`src/hdl/pspv_pkg.sv`:
```
// Package with the shared types, codes and constants of the pedal sensor plausibility voter.
package pspv_pkg;

  localparam int CMD_W = 2;
  localparam int STATUS_W = 2;
  localparam int UPDATE_PERIOD_W = 16;
  localparam int CFG_IDX_W = 1;
  localparam int NUM_SAMPLES = 3;

  localparam logic [CMD_W-1:0] CMD_STORE = 2'd0;
  localparam logic [CMD_W-1:0] CMD_TICK = 2'd1;
  localparam logic [CMD_W-1:0] CMD_TRIGGER = 2'd2;

  localparam logic [STATUS_W-1:0] STATUS_OK = 2'd0;
  localparam logic [STATUS_W-1:0] STATUS_RECOVERABLE = 2'd1;
  localparam logic [STATUS_W-1:0] STATUS_IMPL_ERROR = 2'd2;
  localparam logic [STATUS_W-1:0] STATUS_TIMER_FAIL = 2'd3;

  localparam logic [CFG_IDX_W-1:0] CFG_MAX_DEVIATION = 1'd0;
  localparam logic [CFG_IDX_W-1:0] CFG_UPDATE_PERIOD = 1'd1;

  localparam logic [UPDATE_PERIOD_W-1:0] UPDATE_PERIOD_RST = 16'd10;

  typedef enum logic [3:0] {
    MODE_OK          = 4'b0001,
    MODE_RECOVERABLE = 4'b0010,
    MODE_IMPL_ERROR  = 4'b0100,
    MODE_TIMER_FAIL  = 4'b1000
  } mode_t;

  function automatic logic [STATUS_W-1:0] mode_status(input mode_t mode);
    logic [STATUS_W-1:0] code;
    case (mode)
      MODE_OK:          code = STATUS_OK;
      MODE_RECOVERABLE: code = STATUS_RECOVERABLE;
      MODE_IMPL_ERROR:  code = STATUS_IMPL_ERROR;
      MODE_TIMER_FAIL:  code = STATUS_TIMER_FAIL;
      default:          code = STATUS_OK;
    endcase
    return code;
  endfunction

endpackage

```
`src/hdl/pspv_if.sv`:
```
// Valid/ready channel interfaces for the voter's input commands and its results.
interface pspv_in_if #(
  parameter int FRAC_BITS = 16,
  parameter int TIME_BITS = 32
);
  logic                        valid;
  logic                        ready;
  logic [pspv_pkg::CMD_W-1:0]  cmd;
  logic signed [FRAC_BITS+1:0] sample_first;
  logic signed [FRAC_BITS+1:0] sample_second;
  logic signed [FRAC_BITS+1:0] sample_third;
  logic [TIME_BITS-1:0]        now_time;
  logic                        timer_ok;

  modport source (
    output valid, cmd, sample_first, sample_second, sample_third, now_time, timer_ok,
    input  ready
  );
  modport sink (
    input  valid, cmd, sample_first, sample_second, sample_third, now_time, timer_ok,
    output ready
  );
endinterface

interface pspv_out_if #(
  parameter int FRAC_BITS = 16
);
  logic                           valid;
  logic                           ready;
  logic [pspv_pkg::STATUS_W-1:0]  status;
  logic [FRAC_BITS:0]             travel;
  logic                           timer_start;
  logic                           timer_stop;
  logic                           evaluated;

  modport source (
    output valid, status, travel, timer_start, timer_stop, evaluated,
    input  ready
  );
  modport sink (
    input  valid, status, travel, timer_start, timer_stop, evaluated,
    output ready
  );
endinterface

```
`src/hdl/pedal_sensor_plausibility_voter_top.sv`:
```
// Top level of the pedal sensor plausibility voter.
// An accepted transaction is held in the input register, then passes through the
// voting logic into the result register.
// Throughput: one per cycle unless stalled, from the single-pass vote and mode update.
// Reset (synchronous, rst_n low) empties both registers, returns the mode to ok, clears
// the samples, held travel, pending timeout and last evaluation time, and loads the
// configuration reset values.
module pedal_sensor_plausibility_voter_top #(
  parameter int FRAC_BITS = 16,
  parameter int TIME_BITS = 32,
  localparam int CFG_W = (FRAC_BITS + 1 > pspv_pkg::UPDATE_PERIOD_W) ?
                         FRAC_BITS + 1 : pspv_pkg::UPDATE_PERIOD_W
) (
  input  logic                             clk,
  input  logic                             rst_n,
  pspv_in_if.sink                          in_ch,
  pspv_out_if.source                       out_ch,
  input  logic                             cfg_we,
  input  logic [pspv_pkg::CFG_IDX_W-1:0]   cfg_index,
  input  logic [CFG_W-1:0]                 cfg_wdata
);
  import pspv_pkg::*;

  localparam int SAMPLE_W = FRAC_BITS + 2;
  localparam int TRAVEL_W = FRAC_BITS + 1;
  localparam int SUM_W = FRAC_BITS + 2;
  localparam int DIV3_K = SUM_W + 2;
  localparam longint DIV3_M = ((longint'(1) << DIV3_K) + 2) / 3;
  localparam int PROD_W = SUM_W + DIV3_K;
  localparam logic [TRAVEL_W-1:0] ONE_VALUE = {1'b1, {FRAC_BITS{1'b0}}};
  localparam logic [TRAVEL_W-1:0] MAX_DEV_RST =
    TRAVEL_W'(((longint'(1) << FRAC_BITS) + 5) / 10);

  logic [TRAVEL_W-1:0]        max_dev_r;
  logic [UPDATE_PERIOD_W-1:0] period_r;

  logic                       s1_valid_r, s1_valid_nxt;
  logic [CMD_W-1:0]           s1_cmd_r;
  logic [SAMPLE_W-1:0]        s1_samples_r [NUM_SAMPLES];
  logic [TIME_BITS-1:0]       s1_now_r;
  logic                       s1_tok_r;

  logic [SAMPLE_W-1:0]        samples_r [NUM_SAMPLES];
  logic [SAMPLE_W-1:0]        samples_nxt [NUM_SAMPLES];
  mode_t                      mode_r, mode_nxt;
  logic [TRAVEL_W-1:0]        held_r, held_nxt;
  logic                       pending_r, pending_nxt;
  logic [TIME_BITS-1:0]       last_eval_r, last_eval_nxt;

  logic                       out_valid_r, out_valid_nxt;
  logic [STATUS_W-1:0]        out_status_r;
  logic [TRAVEL_W-1:0]        out_travel_r;
  logic                       out_start_r, out_stop_r, out_eval_r;
  logic                       start_nxt, stop_nxt, eval_nxt;

  logic                       adv;
  logic                       in_acc;
  logic [NUM_SAMPLES-1:0]     smp_ok;
  logic [NUM_SAMPLES-1:0]     pair_good;
  logic [TRAVEL_W-1:0]        pair_diff [NUM_SAMPLES];
  logic [SUM_W-1:0]           pair_sum [NUM_SAMPLES];
  logic [SUM_W-1:0]           sum3;
  logic [PROD_W-1:0]          prod3;
  logic [TRAVEL_W-1:0]        mean3;
  logic [TRAVEL_W-1:0]        vote_value;
  logic                       plausible;
  logic [TIME_BITS-1:0]       elapsed;
  logic                       gate_pass;

  assign adv = s1_valid_r && (!out_valid_r || out_ch.ready);
  assign in_ch.ready = !s1_valid_r || adv;
  assign in_acc = in_ch.valid && in_ch.ready;

  assign out_ch.valid = out_valid_r;
  assign out_ch.status = out_status_r;
  assign out_ch.travel = out_travel_r;
  assign out_ch.timer_start = out_start_r;
  assign out_ch.timer_stop = out_stop_r;
  assign out_ch.evaluated = out_eval_r;

  always_comb begin
    for (int i = 0; i < NUM_SAMPLES; i++) begin
      smp_ok[i] = !samples_r[i][SAMPLE_W-1] && (samples_r[i][TRAVEL_W-1:0] <= ONE_VALUE);
    end
    for (int i = 0; i < NUM_SAMPLES; i++) begin
      if (samples_r[i][TRAVEL_W-1:0] >= samples_r[(i + 1) % NUM_SAMPLES][TRAVEL_W-1:0]) begin
        pair_diff[i] = samples_r[i][TRAVEL_W-1:0] -
                       samples_r[(i + 1) % NUM_SAMPLES][TRAVEL_W-1:0];
      end else begin
        pair_diff[i] = samples_r[(i + 1) % NUM_SAMPLES][TRAVEL_W-1:0] -
                       samples_r[i][TRAVEL_W-1:0];
      end
      pair_good[i] = smp_ok[i] && smp_ok[(i + 1) % NUM_SAMPLES] && (pair_diff[i] <= max_dev_r);
      pair_sum[i] = {1'b0, samples_r[i][TRAVEL_W-1:0]} +
                    {1'b0, samples_r[(i + 1) % NUM_SAMPLES][TRAVEL_W-1:0]};
    end
  end

  assign sum3 = {1'b0, samples_r[0][TRAVEL_W-1:0]} + {1'b0, samples_r[1][TRAVEL_W-1:0]} +
                {1'b0, samples_r[2][TRAVEL_W-1:0]};
  assign prod3 = PROD_W'(sum3) * PROD_W'(DIV3_K'(DIV3_M));
  assign mean3 = prod3[DIV3_K +: TRAVEL_W];

  always_comb begin
    plausible = |pair_good;
    if (&pair_good) begin
      vote_value = mean3;
    end else if (pair_good[2]) begin
      vote_value = pair_sum[2][SUM_W-1:1];
    end else if (pair_good[1]) begin
      vote_value = pair_sum[1][SUM_W-1:1];
    end else begin
      vote_value = pair_sum[0][SUM_W-1:1];
    end
  end

  assign elapsed = s1_now_r - last_eval_r;
  assign gate_pass = elapsed >= TIME_BITS'(period_r);

  always_comb begin
    samples_nxt = samples_r;
    mode_nxt = mode_r;
    held_nxt = held_r;
    pending_nxt = pending_r;
    last_eval_nxt = last_eval_r;
    start_nxt = 1'b0;
    stop_nxt = 1'b0;
    eval_nxt = 1'b0;
    if (adv) begin
      case (s1_cmd_r)
        CMD_STORE: begin
          samples_nxt = s1_samples_r;
        end
        CMD_TRIGGER: begin
          pending_nxt = 1'b1;
        end
        CMD_TICK: begin
          if (gate_pass) begin
            last_eval_nxt = s1_now_r;
            if (mode_r == MODE_OK || mode_r == MODE_RECOVERABLE) begin
              eval_nxt = 1'b1;
              if (pending_r) begin
                mode_nxt = MODE_IMPL_ERROR;
                pending_nxt = 1'b0;
              end else if (mode_r == MODE_OK) begin
                if (plausible) begin
                  held_nxt = vote_value;
                end else begin
                  start_nxt = 1'b1;
                  mode_nxt = s1_tok_r ? MODE_RECOVERABLE : MODE_TIMER_FAIL;
                end
              end else if (plausible) begin
                stop_nxt = 1'b1;
                if (s1_tok_r) begin
                  mode_nxt = MODE_OK;
                  held_nxt = vote_value;
                end else begin
                  mode_nxt = MODE_TIMER_FAIL;
                end
              end
            end
          end
        end
        default: begin
        end
      endcase
    end
  end

  always_comb begin
    s1_valid_nxt = s1_valid_r;
    if (in_acc) begin
      s1_valid_nxt = 1'b1;
    end else if (adv) begin
      s1_valid_nxt = 1'b0;
    end
    out_valid_nxt = out_valid_r;
    if (adv) begin
      out_valid_nxt = 1'b1;
    end else if (out_ch.ready) begin
      out_valid_nxt = 1'b0;
    end
  end

  always_ff @(posedge clk) begin
    if (!rst_n) begin
      max_dev_r <= MAX_DEV_RST;
      period_r <= UPDATE_PERIOD_RST;
    end else if (cfg_we) begin
      case (cfg_index)
        CFG_MAX_DEVIATION: max_dev_r <= cfg_wdata[TRAVEL_W-1:0];
        CFG_UPDATE_PERIOD: period_r <= cfg_wdata[UPDATE_PERIOD_W-1:0];
        default: begin
        end
      endcase
    end
  end

  always_ff @(posedge clk) begin
    if (!rst_n) begin
      s1_valid_r <= 1'b0;
      out_valid_r <= 1'b0;
      for (int i = 0; i < NUM_SAMPLES; i++) begin
        samples_r[i] <= '0;
      end
      mode_r <= MODE_OK;
      held_r <= '0;
      pending_r <= 1'b0;
      last_eval_r <= '0;
    end else begin
      s1_valid_r <= s1_valid_nxt;
      out_valid_r <= out_valid_nxt;
      samples_r <= samples_nxt;
      mode_r <= mode_nxt;
      held_r <= held_nxt;
      pending_r <= pending_nxt;
      last_eval_r <= last_eval_nxt;
    end
  end

  always_ff @(posedge clk) begin
    if (in_acc) begin
      s1_cmd_r <= in_ch.cmd;
      s1_samples_r[0] <= in_ch.sample_first;
      s1_samples_r[1] <= in_ch.sample_second;
      s1_samples_r[2] <= in_ch.sample_third;
      s1_now_r <= in_ch.now_time;
      s1_tok_r <= in_ch.timer_ok;
    end
    if (adv) begin
      out_status_r <= mode_status(mode_nxt);
      out_travel_r <= held_nxt;
      out_start_r <= start_nxt;
      out_stop_r <= stop_nxt;
      out_eval_r <= eval_nxt;
    end
  end

`ifndef SYNTHESIS
  a_error_mode_sticky: assert property (@(posedge clk) disable iff (!rst_n)
    (mode_r == MODE_IMPL_ERROR || mode_r == MODE_TIMER_FAIL) |=> (mode_r == $past(mode_r)))
    else $error("error mode left");

  a_eval_updates_time: assert property (@(posedge clk) disable iff (!rst_n)
    (adv && eval_nxt) |=> (last_eval_r == $past(s1_now_r)))
    else $error("evaluation did not record its time");

  a_start_only_from_ok: assert property (@(posedge clk) disable iff (!rst_n)
    (adv && start_nxt) |-> (eval_nxt && mode_r == MODE_OK && !pending_r && !stop_nxt))
    else $error("timer start requested outside ok evaluation");

  a_stop_only_from_rec: assert property (@(posedge clk) disable iff (!rst_n)
    (adv && stop_nxt) |-> (eval_nxt && mode_r == MODE_RECOVERABLE && plausible))
    else $error("timer stop requested outside recoverable evaluation");

  a_held_item_kept: assert property (@(posedge clk) disable iff (!rst_n)
    (s1_valid_r && !adv) |=> (s1_valid_r && $stable(s1_cmd_r) && $stable(s1_now_r)))
    else $error("stalled transaction lost from input register");
`endif

endmodule

```
`src/flat_wrapper.sv`:
```
// flat-port wrapper written by rule: the top's interface ports become plain ports
module pedal_sensor_plausibility_voter_top_flat import pspv_pkg::*;
#(
  parameter int FRAC_BITS = 16,
  parameter int TIME_BITS = 32,
  localparam int CFG_W = (FRAC_BITS + 1 > pspv_pkg::UPDATE_PERIOD_W) ?
                         FRAC_BITS + 1 : pspv_pkg::UPDATE_PERIOD_W
)
  (clk, rst_n, cfg_we, cfg_index, cfg_wdata, in_ch_valid, in_ch_cmd, in_ch_sample_first, in_ch_sample_second, in_ch_sample_third, in_ch_now_time, in_ch_timer_ok, in_ch_ready, out_ch_valid, out_ch_status, out_ch_travel, out_ch_timer_start, out_ch_timer_stop, out_ch_evaluated, out_ch_ready);
  pspv_in_if #(.FRAC_BITS(FRAC_BITS), .TIME_BITS(TIME_BITS)) in_ch_i ();
  pspv_out_if #(.FRAC_BITS(FRAC_BITS)) out_ch_i ();
  input  logic clk;
  input  logic rst_n;
  input  logic cfg_we;
  input  logic [pspv_pkg::CFG_IDX_W-1:0] cfg_index;
  input  logic [CFG_W-1:0] cfg_wdata;
  input wire logic [$bits(in_ch_i.valid)-1:0] in_ch_valid;
  input wire logic [$bits(in_ch_i.cmd)-1:0] in_ch_cmd;
  input wire logic [$bits(in_ch_i.sample_first)-1:0] in_ch_sample_first;
  input wire logic [$bits(in_ch_i.sample_second)-1:0] in_ch_sample_second;
  input wire logic [$bits(in_ch_i.sample_third)-1:0] in_ch_sample_third;
  input wire logic [$bits(in_ch_i.now_time)-1:0] in_ch_now_time;
  input wire logic [$bits(in_ch_i.timer_ok)-1:0] in_ch_timer_ok;
  output wire logic [$bits(in_ch_i.ready)-1:0] in_ch_ready;
  output wire logic [$bits(out_ch_i.valid)-1:0] out_ch_valid;
  output wire logic [$bits(out_ch_i.status)-1:0] out_ch_status;
  output wire logic [$bits(out_ch_i.travel)-1:0] out_ch_travel;
  output wire logic [$bits(out_ch_i.timer_start)-1:0] out_ch_timer_start;
  output wire logic [$bits(out_ch_i.timer_stop)-1:0] out_ch_timer_stop;
  output wire logic [$bits(out_ch_i.evaluated)-1:0] out_ch_evaluated;
  input wire logic [$bits(out_ch_i.ready)-1:0] out_ch_ready;
  assign in_ch_i.valid = in_ch_valid;
  assign in_ch_i.cmd = in_ch_cmd;
  assign in_ch_i.sample_first = in_ch_sample_first;
  assign in_ch_i.sample_second = in_ch_sample_second;
  assign in_ch_i.sample_third = in_ch_sample_third;
  assign in_ch_i.now_time = in_ch_now_time;
  assign in_ch_i.timer_ok = in_ch_timer_ok;
  assign in_ch_ready = in_ch_i.ready;
  assign out_ch_valid = out_ch_i.valid;
  assign out_ch_status = out_ch_i.status;
  assign out_ch_travel = out_ch_i.travel;
  assign out_ch_timer_start = out_ch_i.timer_start;
  assign out_ch_timer_stop = out_ch_i.timer_stop;
  assign out_ch_evaluated = out_ch_i.evaluated;
  assign out_ch_i.ready = out_ch_ready;
  pedal_sensor_plausibility_voter_top #(.FRAC_BITS(FRAC_BITS), .TIME_BITS(TIME_BITS)) u_core (.clk(clk), .rst_n(rst_n), .in_ch(in_ch_i), .out_ch(out_ch_i), .cfg_we(cfg_we), .cfg_index(cfg_index), .cfg_wdata(cfg_wdata));
endmodule
```
`config.mk`:
```
export PLATFORM = sky130hd
export DESIGN_NAME = pedal_sensor_plausibility_voter_top_flat
export DESIGN_NICKNAME = d
export VERILOG_FILES = /design/src/hdl/pspv_pkg.sv /design/src/hdl/pspv_if.sv /design/src/hdl/pedal_sensor_plausibility_voter_top.sv /design/src/flat_wrapper.sv
export SDC_FILE = /design/constraint.sdc
export NUM_CORES = 1
export LEC_CHECK = 0
export BUFFER_PORTS_ARGS = -buffer_cell sky130_fd_sc_hd__buf_4
export CAP_MARGIN = 20
export CORE_ASPECT_RATIO = 0.8
export CORE_MARGIN = 10
export CORE_UTILIZATION = 64
export DETAILED_ROUTE_END_ITERATION = 7
export HOLD_SLACK_MARGIN = 0.1
export PLACE_DENSITY = 0.85
export SLEW_MARGIN = 20
export SYNTH_ARGS = -nofsm -noshare
export SYNTH_HDL_FRONTEND = slang
export SYNTH_SLANG_ARGS = --single-unit
```
`constraint.sdc`:
```
create_clock -name clk -period 12.2 [get_ports clk]
set_input_delay 1.22 -clock clk [delete_from_list [all_inputs] [get_ports clk]]
set_output_delay 1.22 -clock clk [all_outputs]
set_load 0.02 [all_outputs]
```
== Word level (Yosys, flattened, before mapping) ==
Cells that the tools add are included.

* Flip-flop bits (word level): 254
* Output and inout port bits: 24
* Logic and storage cells: 127

* Add/sub/neg operators: 11
* Multiply operators: 1
* Order comparisons: 10
* Eq/ne operators: 9
* Muxes and demuxes: 36
* Bitwise gates (word level): 5
* Reductions and logical operators: 33

{| class="wikitable"
|+ Operator list
! kind !! count
|-
| 2-to-1 mux 17 bit || 15
|-
| subtractor 17 bit || 6
|-
| adder 17 x 17 -> 18 bit || 3
|-
| greater-or-equal comparator 17 bit || 3
|-
| <= comparator 17 bit || 3
|-
| <= comparator 17 bit, second input constant || 3
|-
| 2-to-1 mux 4 bit || 10
|-
| multiplier 18 x 18 -> 36 bit, second input constant || 1
|-
| greater-or-equal comparator 32 x 16 -> 1 bit || 1
|-
| subtractor 32 bit || 1
|-
| adder 18 x 17 -> 18 bit || 1
|-
| logical AND 1 bit || 11
|-
| OR reduction 5 bit || 2
|-
| 2-to-1 mux 1 bit || 9
|-
| equality test 4 x 2 -> 1 bit, second input constant || 2
|-
| AND reduction 2 bit || 4
|-
| case mux 2 bit (3 select lines) || 1
|-
| AND reduction 3 bit || 2
|-
| nonzero test 2 bit || 3
|-
| zero test 1 bit || 5
|-
| NOT 1 bit || 5
|-
| equality test 4 x 1 -> 1 bit, second input constant || 1
|-
| equality test 4 x 3 -> 1 bit, second input constant || 1
|-
| equality test 4 bit, second input constant || 1
|-
| 8 further kinds || 11
|}

== Logic depth before layout (Yosys ltp) ==
Gate-level depths: netlist (run 1).

* Depth in word-level cells: 15
* Depth in mapped cells: 42
* Gate-level depth less buffers: 41

== Least setup slack after synthesis (run 1) ==
Ideal clock, no wire load.

* Kind: register -> register
* From: register u_core.samples_r[20] (netlist bit)
* To: register u_core.out_travel_r[16], in the netlist u_core.out_ch.travel[16] (data pin)
* Data arrival time: 9.240 ns
* Path slack: 2.702 ns
* Stages on the path, launching flop included: 41
* Cell sequence: dfxtp_1 > inv_1 > ha_1 > clkbuf_1 > o21bai_1 > a21oi_1 > o21ai_0 > a2111oi_0 > o41ai_1 > a21oi_1 > o21bai_1 > xnor2_1 > ha_1 > clkbuf_1 > and3_1 > a211oi_1 > o21bai_1 > xor2_1 > (+5 left out) > fa_1 > fa_1 > inv_1 > fa_1 > inv_1 > ha_1 > a21o_1 > a2111oi_0 > o21ai_0 > a311oi_1 > o31ai_1 > o221a_2 > o21a_1 > o31ai_1 > o21bai_1 > xnor2_1 > nand3_1 > nand2_1

* Longest elaborated chain between the ends: 15

{| class="wikitable"
|+ RTL lines
! element !! RTL line !! source
|-
| from (decl) || pedal_sensor_plausibility_voter_top.sv:43 || <nowiki>logic [SAMPLE_W-1:0] samples_r [NUM_SAMPLES];</nowiki>
|-
| from (signal assigned) || pedal_sensor_plausibility_voter_top.sv:213 || <nowiki>samples_r <= samples_nxt;</nowiki>
|-
| parallel branches: the longest is 9 deep, another holds multiplier 18 x 18 -> 36 bit || -- ||
|-
| 2-to-1 mux 17 bit * || pedal_sensor_plausibility_voter_top.sv:145 || <nowiki>end else if (mode_r == MODE_OK) begin</nowiki>
|-
| 2-to-1 mux 17 bit * || pedal_sensor_plausibility_voter_top.sv:142 || <nowiki>if (pending_r) begin</nowiki>
|-
| 2-to-1 mux 17 bit * || pedal_sensor_plausibility_voter_top.sv:140 || <nowiki>if (mode_r == MODE_OK || mode_r == MODE_RECOVERABLE) begin</nowiki>
|-
| 2-to-1 mux 17 bit * || pedal_sensor_plausibility_voter_top.sv:138 || <nowiki>if (gate_pass) begin</nowiki>
|-
| 2-to-1 mux 17 bit * || pedal_sensor_plausibility_voter_top.sv:130 || <nowiki>case (s1_cmd_r)</nowiki>
|-
| 2-to-1 mux 17 bit * || pedal_sensor_plausibility_voter_top.sv:129 || <nowiki>if (adv) begin</nowiki>
|-
| net u_core.held_nxt[16] || pedal_sensor_plausibility_voter_top.sv:46 || <nowiki>logic [TRAVEL_W-1:0] held_r, held_nxt;</nowiki>
|-
| to (signal assigned) || pedal_sensor_plausibility_voter_top.sv:232 || <nowiki>out_travel_r <= held_nxt;</nowiki>
|-
| to (decl) || pedal_sensor_plausibility_voter_top.sv:52 || <nowiki>logic [TRAVEL_W-1:0] out_travel_r;</nowiki>
|}

Mark *: on every way through the listed nets, which the timed path passes.
A chain may end at the register's enable or synchronous reset.

== Worst setup path after layout (run 1) ==
* From: register u_core.samples_r[19] (netlist bit)
* To: register u_core.out_travel_r[16], in the netlist u_core.out_ch.travel[16] (data pin)

The elaborated chain is that of the path after synthesis.

==> results of run 1 <==
[kinds of logic (layout without fill, tap and decap cells)]
logic type	count (synthesis)	after routing	share of synthesized area (%)
multiplexers	72	72	3.03
XOR/XNOR	141	141	4.79
adder cells (fa/ha/maj)	544	544	29.9
AND/OR/NAND/NOR	653	653	11.9
buffers and inverters	539	656	7.91
AO/OA/AOI/OAI	754	754	18.4
flip-flops	254	254	24.0
[worst paths after layout]
kind,cells after the start,end
max,41,u_core.out_ch.travel[16]
min,2,u_core.period_r[6]
max reg2reg,41,u_core.out_ch.travel[16]
min reg2reg,2,u_core.period_r[6]
[per-layer routing]
| metal | vias up | global-route usage (%) |
|---|---|---|
| met5 | - | 0 |
| met4 | 2 | 13.0 |
| met3 | 216 | 7.41 |
| met2 | 1226 | 52.5 |
| met1 | 10900 | 46.8 |
| li1 | 10300 | - |
[synth_stat cells (25+ instances only)]
library cell	instances	area, um2
sky130_fd_sc_hd__a21o_1	71	533
sky130_fd_sc_hd__a21oi_1	318	1590
sky130_fd_sc_hd__and2_1	25	156
sky130_fd_sc_hd__clkbuf_1	91	342
sky130_fd_sc_hd__dfxtp_1	143	2860
sky130_fd_sc_hd__edfxtp_1	111	3330
sky130_fd_sc_hd__fa_1	119	2380
sky130_fd_sc_hd__ha_1	425	5320
sky130_fd_sc_hd__inv_1	431	1620
sky130_fd_sc_hd__mux2i_1	51	510
sky130_fd_sc_hd__nand2_1	237	890
sky130_fd_sc_hd__nand2b_1	34	213
sky130_fd_sc_hd__nand3_1	27	135
sky130_fd_sc_hd__nand4_1	28	175
sky130_fd_sc_hd__nor2_1	150	563
sky130_fd_sc_hd__nor2b_1	32	200
sky130_fd_sc_hd__nor3_1	42	210
sky130_fd_sc_hd__o211ai_1	28	210
sky130_fd_sc_hd__o21ai_0	113	566
sky130_fd_sc_hd__o21bai_1	42	315
sky130_fd_sc_hd__xnor2_1	105	920
sky130_fd_sc_hd__xor2_1	36	315
[power by group]
group          internal, W  switching [W]  total, W  leakage (nW)
registers         0.000929      0.0000236  0.000952          2.24
logic             0.000589       0.000920   0.00151          10.8
clock network     0.000483       0.000373  0.000856         0.449
[per-stage QoR]
| stage | cells | power (W) | setup WS [ns] |
|---|---|---|---|
| 2_1_floorplan | 2957 | 0.00201 | 2.70 |
| 3_3_place_gp | 3560 | 0.00238 | 1.77 |
| 3_5_place_dp | 3560 | 0.00243 | 1.54 |
| 4_1_cts | 3610 | 0.00329 | 1.52 |
| 5_1_grt | 3610 | 0.00350 | 0.466 |
| 6_report | 3610 | 0.00332 | 1.32 |
[flip-flops by register name (all words and copies together) (netlist names)]
register                   count
u_core.s1_samples_r           54
u_core.out_ch.evaluated        1
u_core.period_r               16
u_core.s1_cmd_r                2
u_core.out_ch.travel          17
u_core.samples_r              54
u_core.out_ch.valid            1
u_core.s1_now_r               32
u_core.s1_valid_r              1
u_core.pending_r               1
u_core.out_ch.status           2
u_core.out_ch.timer_start      1
u_core.max_dev_r              17
u_core.held_r                 17
u_core.last_eval_r            32
u_core.out_ch.timer_stop       1
u_core.mode_r                  4
u_core.s1_tok_r                1
[cell type report]
cell class / instances / area (um2)
well taps: 536 / 671
multi-input cells: 2164 / 17600
flip-flops and latches: 254 / 6200
clock inverters: 11 / 105
inverters: 436 / 1640
repair buffers: 170 / 1280
fillers: 2965 / 11400
clock buffers: 39 / 803
[critical path, delay by kind of cell (launching register included)]
kind	cells	cell delay (ns)
simple gates	4	0.48
flops	1	0.55
buf+inv	5	0.46
compound gates	20	4.42
fa+ha+maj	9	3.82
xor+xnor	3	0.86
==> impl_metrics.sql, run 1 <==
INSERT INTO impl_metrics (metric_group, metric, value, unit) VALUES
('critical_path', 'start_kind', 'flop', ''),
('final_layout', 'area_growth_syn_to_layout', '9.59', '%'),
('clocking', 'cts.hold.buffers_added', '0', ''),
('clocking', 'cts-root-to-sink-buffers', '3', ''),
('global_routing', 'first_global_vias', '22400', ''),
('timing', 'finalHoldWorstSlack', '0.456', 'ns'),
('critical_path', 'worst-path-max-fanout', '9', ''),
('clocking', 'ctsRootBufferMaster', 'sky130_fd_sc_hd__clkbuf_16', ''),
('clocking', 'cts.sink_count', '254', ''),
('detailed_routing', '1st_pass_router_iterations', '8', ''),
('placement', 'post_dp_cell_area', '27300', 'um2'),
('power_and_ir_drop', 'worst_ir_drop_vdd', '0.000136', 'V'),
('clocking', 'htree_levels', '1', ''),
('timing', 'rsz0062_at_grt', 'false', ''),
('placement', 'routabilityCongestion', '1.11', ''),
('floorplanning', 'chipHeight', '200', 'um'),
('final_layout', 'final_cell_mix', 'sky130_fd_sc_hd__inv_1, sky130_fd_sc_hd__ha_1, sky130_fd_sc_hd__a21oi_1, sky130_fd_sc_hd__nand2_1, sky130_fd_sc_hd__buf_4', ''),
('synth', 'postSynthRegisterBits', '254', ''),
('detailed_routing', 'drt-total-wl', '85600', 'um'),
('outcome', 'outcome', 'complete, but fails checks', ''),
('global_routing', 'maximum_number_of_pins_on_one_net_before_global_route_repair', '90', ''),
('clocking', 'clk_pin_slew_worst_paths', '0.07', 'ns'),
('min_path', 'timing.hold.worst.start', 'u_core.period_r[6]', ''),
('floorplanning', 'placeableCoreArea', '39600', 'um2'),
('synth', 'synth.net_count', '3613', ''),
('clocking', 'tritoncts', 'done', ''),
('job', 'max-cap-violations', '0', ''),
('critical_path', 'critical_path.endpoint_type', 'flop', ''),
('synth', 'post_synthesis_instance_area', '25800', 'um2'),
('critical_path', 'r2r_setup_slack', '1.32', 'ns'),
('detailed_routing', 'drt-vias-per-instance', '6.27', ''),
('critical_path', 'arrival', '11.19', 'ns'),
('detailed_routing', 'routed_wire_length_per_instance', '23.7', 'um'),
('critical_path', 'timing.critical_path.slowest_stage_cell', 'sky130_fd_sc_hd__dfxtp_1', ''),
('placement', 'io_buffer_count', '135', ''),
('timing', 'setup_viol', '0', ''),
('detailed_routing', 'dr.max_layer_used', 'met5', ''),
('floorplanning', 'floorplan.die.width', '244', 'um'),
('global_routing', 'grt_pass1_wl', '130000', 'um'),
('timing', 'slew_viol_final', '0', ''),
('synth', 'ys_seq_area_share', '24.0', '%'),
('synth', 'number_of_enable_flip_flop_cells_after_synthesis', '111', ''),
('final_layout', 'layout-drive-gt1-share', '8.72', '%'),
('floorplanning', 'io-pin-count', '136', ''),
('final_layout', 'num-nets-final', '3709', ''),
('synth', 'synth_cell_type_count', '84', ''),
('timing', 'fin_worst_skew', '0.0266', 'ns'),
('detailed_routing', 'dr_total_vias', '22600', ''),
('critical_path', 'reg2reg_from', 'u_core.samples_r[19]', ''),
('clocking', 'post_cts.repair.setup_buffers', '0', ''),
('synth', 'synth-async-reset-ratio', '0', '%'),
('critical_path', 'required', '12.52', 'ns'),
('clocking', 'cts-resized-gates', '0', ''),
('synth', 'netlist_instances', '2957', ''),
('global_routing', 'grt_util_all_layers', '34.3', '%'),
('timing', 'max_freq', '0.0919', 'GHz'),
('timing', 'timing.setup.tns', '0', 'ns'),
('floorplanning', 'start_util', '65.1', '%'),
('floorplanning', 'design.die.area', '48800', 'um2'),
('detailed_routing', 'drt_iter0_markers', '2615', ''),
('detailed_routing', 'met3_length', '8840', 'um'),
('critical_path', 'critical_path_class', 'flop to flop', ''),
('placement', 'post-dp-hpwl', '69000', 'um'),
('synth', 'post_synth.cell_area_avg', '8.72', 'um2'),
('critical_path', 'critical_path.max_stage_delay', '0.55', 'ns'),
('clocking', 'cts-buffers-inserted', '27', ''),
('floorplanning', 'rows', '65', ''),
('outcome', 'failing_checks', 'DRC', ''),
('critical_path', 'startpoint', 'u_core.samples_r[19]', ''),
('power_and_ir_drop', 'power.density_cell_area', '117', 'nW/um2'),
('detailed_routing', 'drc', '4', '');
Power figures use the tool's default switching activity.
==> run 2, diff against run 1 <==
--- a/config.mk
+++ b/config.mk
@@ -5,7 +5,7 @@
 export SDC_FILE = /design/constraint.sdc
 export NUM_CORES = 1
 export LEC_CHECK = 0
-export BUFFER_PORTS_ARGS = -buffer_cell sky130_fd_sc_hd__buf_4
+export BUFFER_PORTS_ARGS = -buffer_cell sky130_fd_sc_hd__buf_2
 export CAP_MARGIN = 20
 export CORE_ASPECT_RATIO = 0.8
 export CORE_MARGIN = 10
==> constraint.sdc (replaced) <==
create_clock -name clk -period 11.39 [get_ports clk]
set_input_delay 1.139 -clock clk [delete_from_list [all_inputs] [get_ports clk]]
set_output_delay 1.139 -clock clk [all_outputs]
set_load 0.02 [all_outputs]
==> run 2 against run 1 <==
The run now ends clean. Cell area down 1.5%. Total power up 5.1%. Count of clock-buffer cells in the layout down 1.
==> impl_metrics.sql, run 2 (same netlist as run 1, synthesis figures left out) <==
INSERT INTO impl_metrics (metric_group, metric, value, unit) VALUES
('outcome', 'outcome', 'finished clean', ''),
('critical_path', 'reg2reg_from', 'u_core.samples_r[19]', ''),
('critical_path', 'critical_path.max_stage_delay', '0.58', 'ns'),
('final_layout', 'antenna_cells_inserted', '0', ''),
('critical_path', 'r2r_setup_slack', '0.52', 'ns'),
('final_layout', 'largest_registers', 'u_core.s1_samples_r: 54 flops, u_core.samples_r: 54 flops', ''),
('detailed_routing', '1st_pass_router_iterations', '8', ''),
('power_and_ir_drop', 'cellInternalPower', '0.00209', 'W'),
('power_and_ir_drop', 'power.share.combinational', '46.3', '%'),
('placement', 'post-dp-hpwl', '66700', 'um'),
('detailed_routing', 'drt-vias-per-instance', '6.20', ''),
('power_and_ir_drop', 'netSwitchingPower', '0.00140', 'W'),
('final_layout', 'mostFrequentLayoutCell', 'sky130_fd_sc_hd__inv_1', ''),
('final_layout', 'num-nets-final', '3707', ''),
('final_layout', 'regArea', '6200', 'um2'),
('global_routing', 'maximum_number_of_pins_on_one_net_before_global_route_repair', '93', ''),
('clocking', 'htree_levels', '1', ''),
('clocking', 'clk_pin_slew_worst_paths', '0.07', 'ns'),
('critical_path', 'critical_path.endpoint_type', 'flop', ''),
('clocking', 'cts-root-to-sink-buffers', '3', ''),
('placement', 'routabilityCongestion', '1.08', ''),
('placement', 'io_buffer_count', '135', ''),
('global_routing', 'grt_pass1_wl', '125000', 'um'),
('timing', 'relSlewSlack', '28.3', '%'),
('detailed_routing', 'dr_total_vias', '22300', ''),
('critical_path', 'critical_path_class', 'flop to flop', ''),
('detailed_routing', 'final_antenna_net_count', '0', ''),
('global_routing', 'grt_util_all_layers', '32.9', '%'),
('clocking', 'cts.sink_count', '254', ''),
('floorplanning', 'rows', '65', ''),
('timing', 'hold_vio_cnt_final', '0', ''),
('clocking', 'ctsRootBufferMaster', 'sky130_fd_sc_hd__clkbuf_16', ''),
('critical_path', 'startpoint', 'u_core.samples_r[19]', ''),
('clocking', 'clock_latency', '0.59', 'ns'),
('detailed_routing', 'routed_wire_length_per_instance', '22.7', 'um'),
('timing', 'period_share', '95.4', '%'),
('critical_path', 'timing.critical_path.slowest_stage_cell', 'sky130_fd_sc_hd__xor2_1', ''),
('power_and_ir_drop', 'power.density_cell_area', '125', 'nW/um2'),
('power_and_ir_drop', 'worst_ir_drop_vdd', '0.000130', 'V'),
('timing', 'finalWorstPathRequiredPeriod', '10.87', 'ns'),
('final_layout', 'multi_input_area', '17600', 'um2'),
('final_layout', 'area_growth_syn_to_layout', '7.99', '%'),
('min_path', 'timing.hold.worst.start', 'u_core.period_r[9]', ''),
('job', 'max-cap-violations', '0', ''),
('floorplanning', 'io-pin-count', '136', ''),
('timing', 'slew_viol_final', '0', ''),
('detailed_routing', 'drt_iter0_markers', '2413', ''),
('min_path', 'min_path_type', 'flop to flop', ''),
('critical_path', 'required', '11.85', 'ns'),
('detailed_routing', 'drt-total-wl', '81700', 'um'),
('final_layout', 'fill_cells', '3137', ''),
('power_and_ir_drop', 'sw_frac_of_total', '40.1', '%'),
('power_and_ir_drop', 'seq_power_share', '29.3', '%'),
('power_and_ir_drop', 'power_frac_clock', '24.4', '%'),
('global_routing', 'globalRouteOverflowTotal', '0', ''),
('timing', 'transition_time_at_the_pin_with_the_least_slew_margin', '1.08', 'ns'),
('timing', 'rsz0062_at_grt', 'false', ''),
('floorplanning', 'chipHeight', '200', 'um'),
('power_and_ir_drop', 'total_leakage_power', '13.3', 'nW'),
('final_layout', 'layout-drive-gt1-share', '8.56', '%'),
('critical_path', 'arrival', '11.33', 'ns'),
('critical_path', 'start_kind', 'flop', ''),
('final_layout', 'final_cell_count_no_fill', '3607', ''),
('critical_path', 'worst-path-max-fanout', '9', ''),
('placement', 'dp.cells', '3558', ''),
('floorplanning', 'floorplan.die.width', '244', 'um'),
('timing', 'setup_viol', '0', ''),
('floorplanning', 'start_util', '65.1', '%'),
('clocking', 'cts-buffers-inserted', '27', ''),
('final_layout', 'final_cell_mix', 'sky130_fd_sc_hd__inv_1, sky130_fd_sc_hd__ha_1, sky130_fd_sc_hd__a21oi_1, sky130_fd_sc_hd__nand2_1, sky130_fd_sc_hd__nor2_1', ''),
('global_routing', 'first_global_vias', '22000', ''),
('floorplanning', 'placeableCoreArea', '39600', 'um2'),
('detailed_routing', 'drc', '0', ''),
('timing', 'fin_worst_skew', '0.0263', 'ns'),
('clocking', 'tritoncts', 'done', ''),
('global_routing', 'number_of_antenna_violations_at_the_first_check_in_global_routing', '2', ''),
('timing', 'timing.setup.tns', '0', 'ns'),
('floorplanning', 'design.die.area', '48800', 'um2'),
('timing', 'max_freq', '0.0920', 'GHz');
## run 2: timing repair
item                       4_1_cts  5_1_grt
setup buffers                    0        0
resized for setup                0        5
hold buffers                     0        0
setup endpoints to repair        0       20
## run 2: layout make-up
cell class / count / share of cell area (%)
clock inverter: 11 / 0.360
timing repair buffer: 168 / 3.32
inverter: 436 / 5.88
sequential: 254 / 22.3
clock buffer: 38 / 2.61
tap: 536 / 2.41
multi-input combinational: 2164 / 63.2
## run 2: worst max-delay path: cells and delay by family (launching register included)
family                     cells  cell delay (ns)
AOI/OAI and AO/OA             17             4.21
xor gates and xnor gates       3             0.90
adders and majority gates      9             3.95
buffers and inverters          3             0.39
DFF                            1             0.54
muxes                          1             0.28
and+or+nand+nor                3             0.47
## run 2: routing by layer
metal  global-route usage [%]  vias to the layer above  part of all wire, %
li1                         -                    10400                    -
met1                     45.9                    10700                   44
met2                     50.0                     1159                   43
met3                     7.03                      162                   10
met4                     10.2                        2                  3.4
met5                        0                        -                0.015
## run 2: power groups by stage
stage	combinational (W)	sequential [W]	clock, W
5_1_grt	0.00178	0.00102	0.000891
6_report	0.00162	0.00102	0.000851
2_1_floorplan	0.00112	0.00104	0
3_3_place_gp	0.00152	0.00104	0
3_5_place_dp	0.00157	0.00104	0
4_1_cts	0.00158	0.00102	0.000858
## run 2: worst paths after layout
| check | cells after the start | to |
|---|---|---|
| min | 2 | u_core.period_r[9] |
| max reg2reg | 36 | u_core.held_r[10] |
| min reg2reg | 2 | u_core.period_r[9] |
| max | 36 | u_core.held_r[10] |
## run 2: through the flow
stage	worst slack, ns	util (%)	instance area (um2)	total power, W	hold WS, ns
5_1_grt	0.0386	70.3	27800	0.00369	0.490
6_report	0.521	70.3	27800	0.00349	0.459
3_5_place_dp	0.496	68.1	27000	0.00261	0.449
3_3_place_gp	0.822	68.1	27000	0.00256	0.444
4_1_cts	0.428	70.2	27800	0.00346	0.457
2_1_floorplan	1.89	-	25800	0.00215	0.436
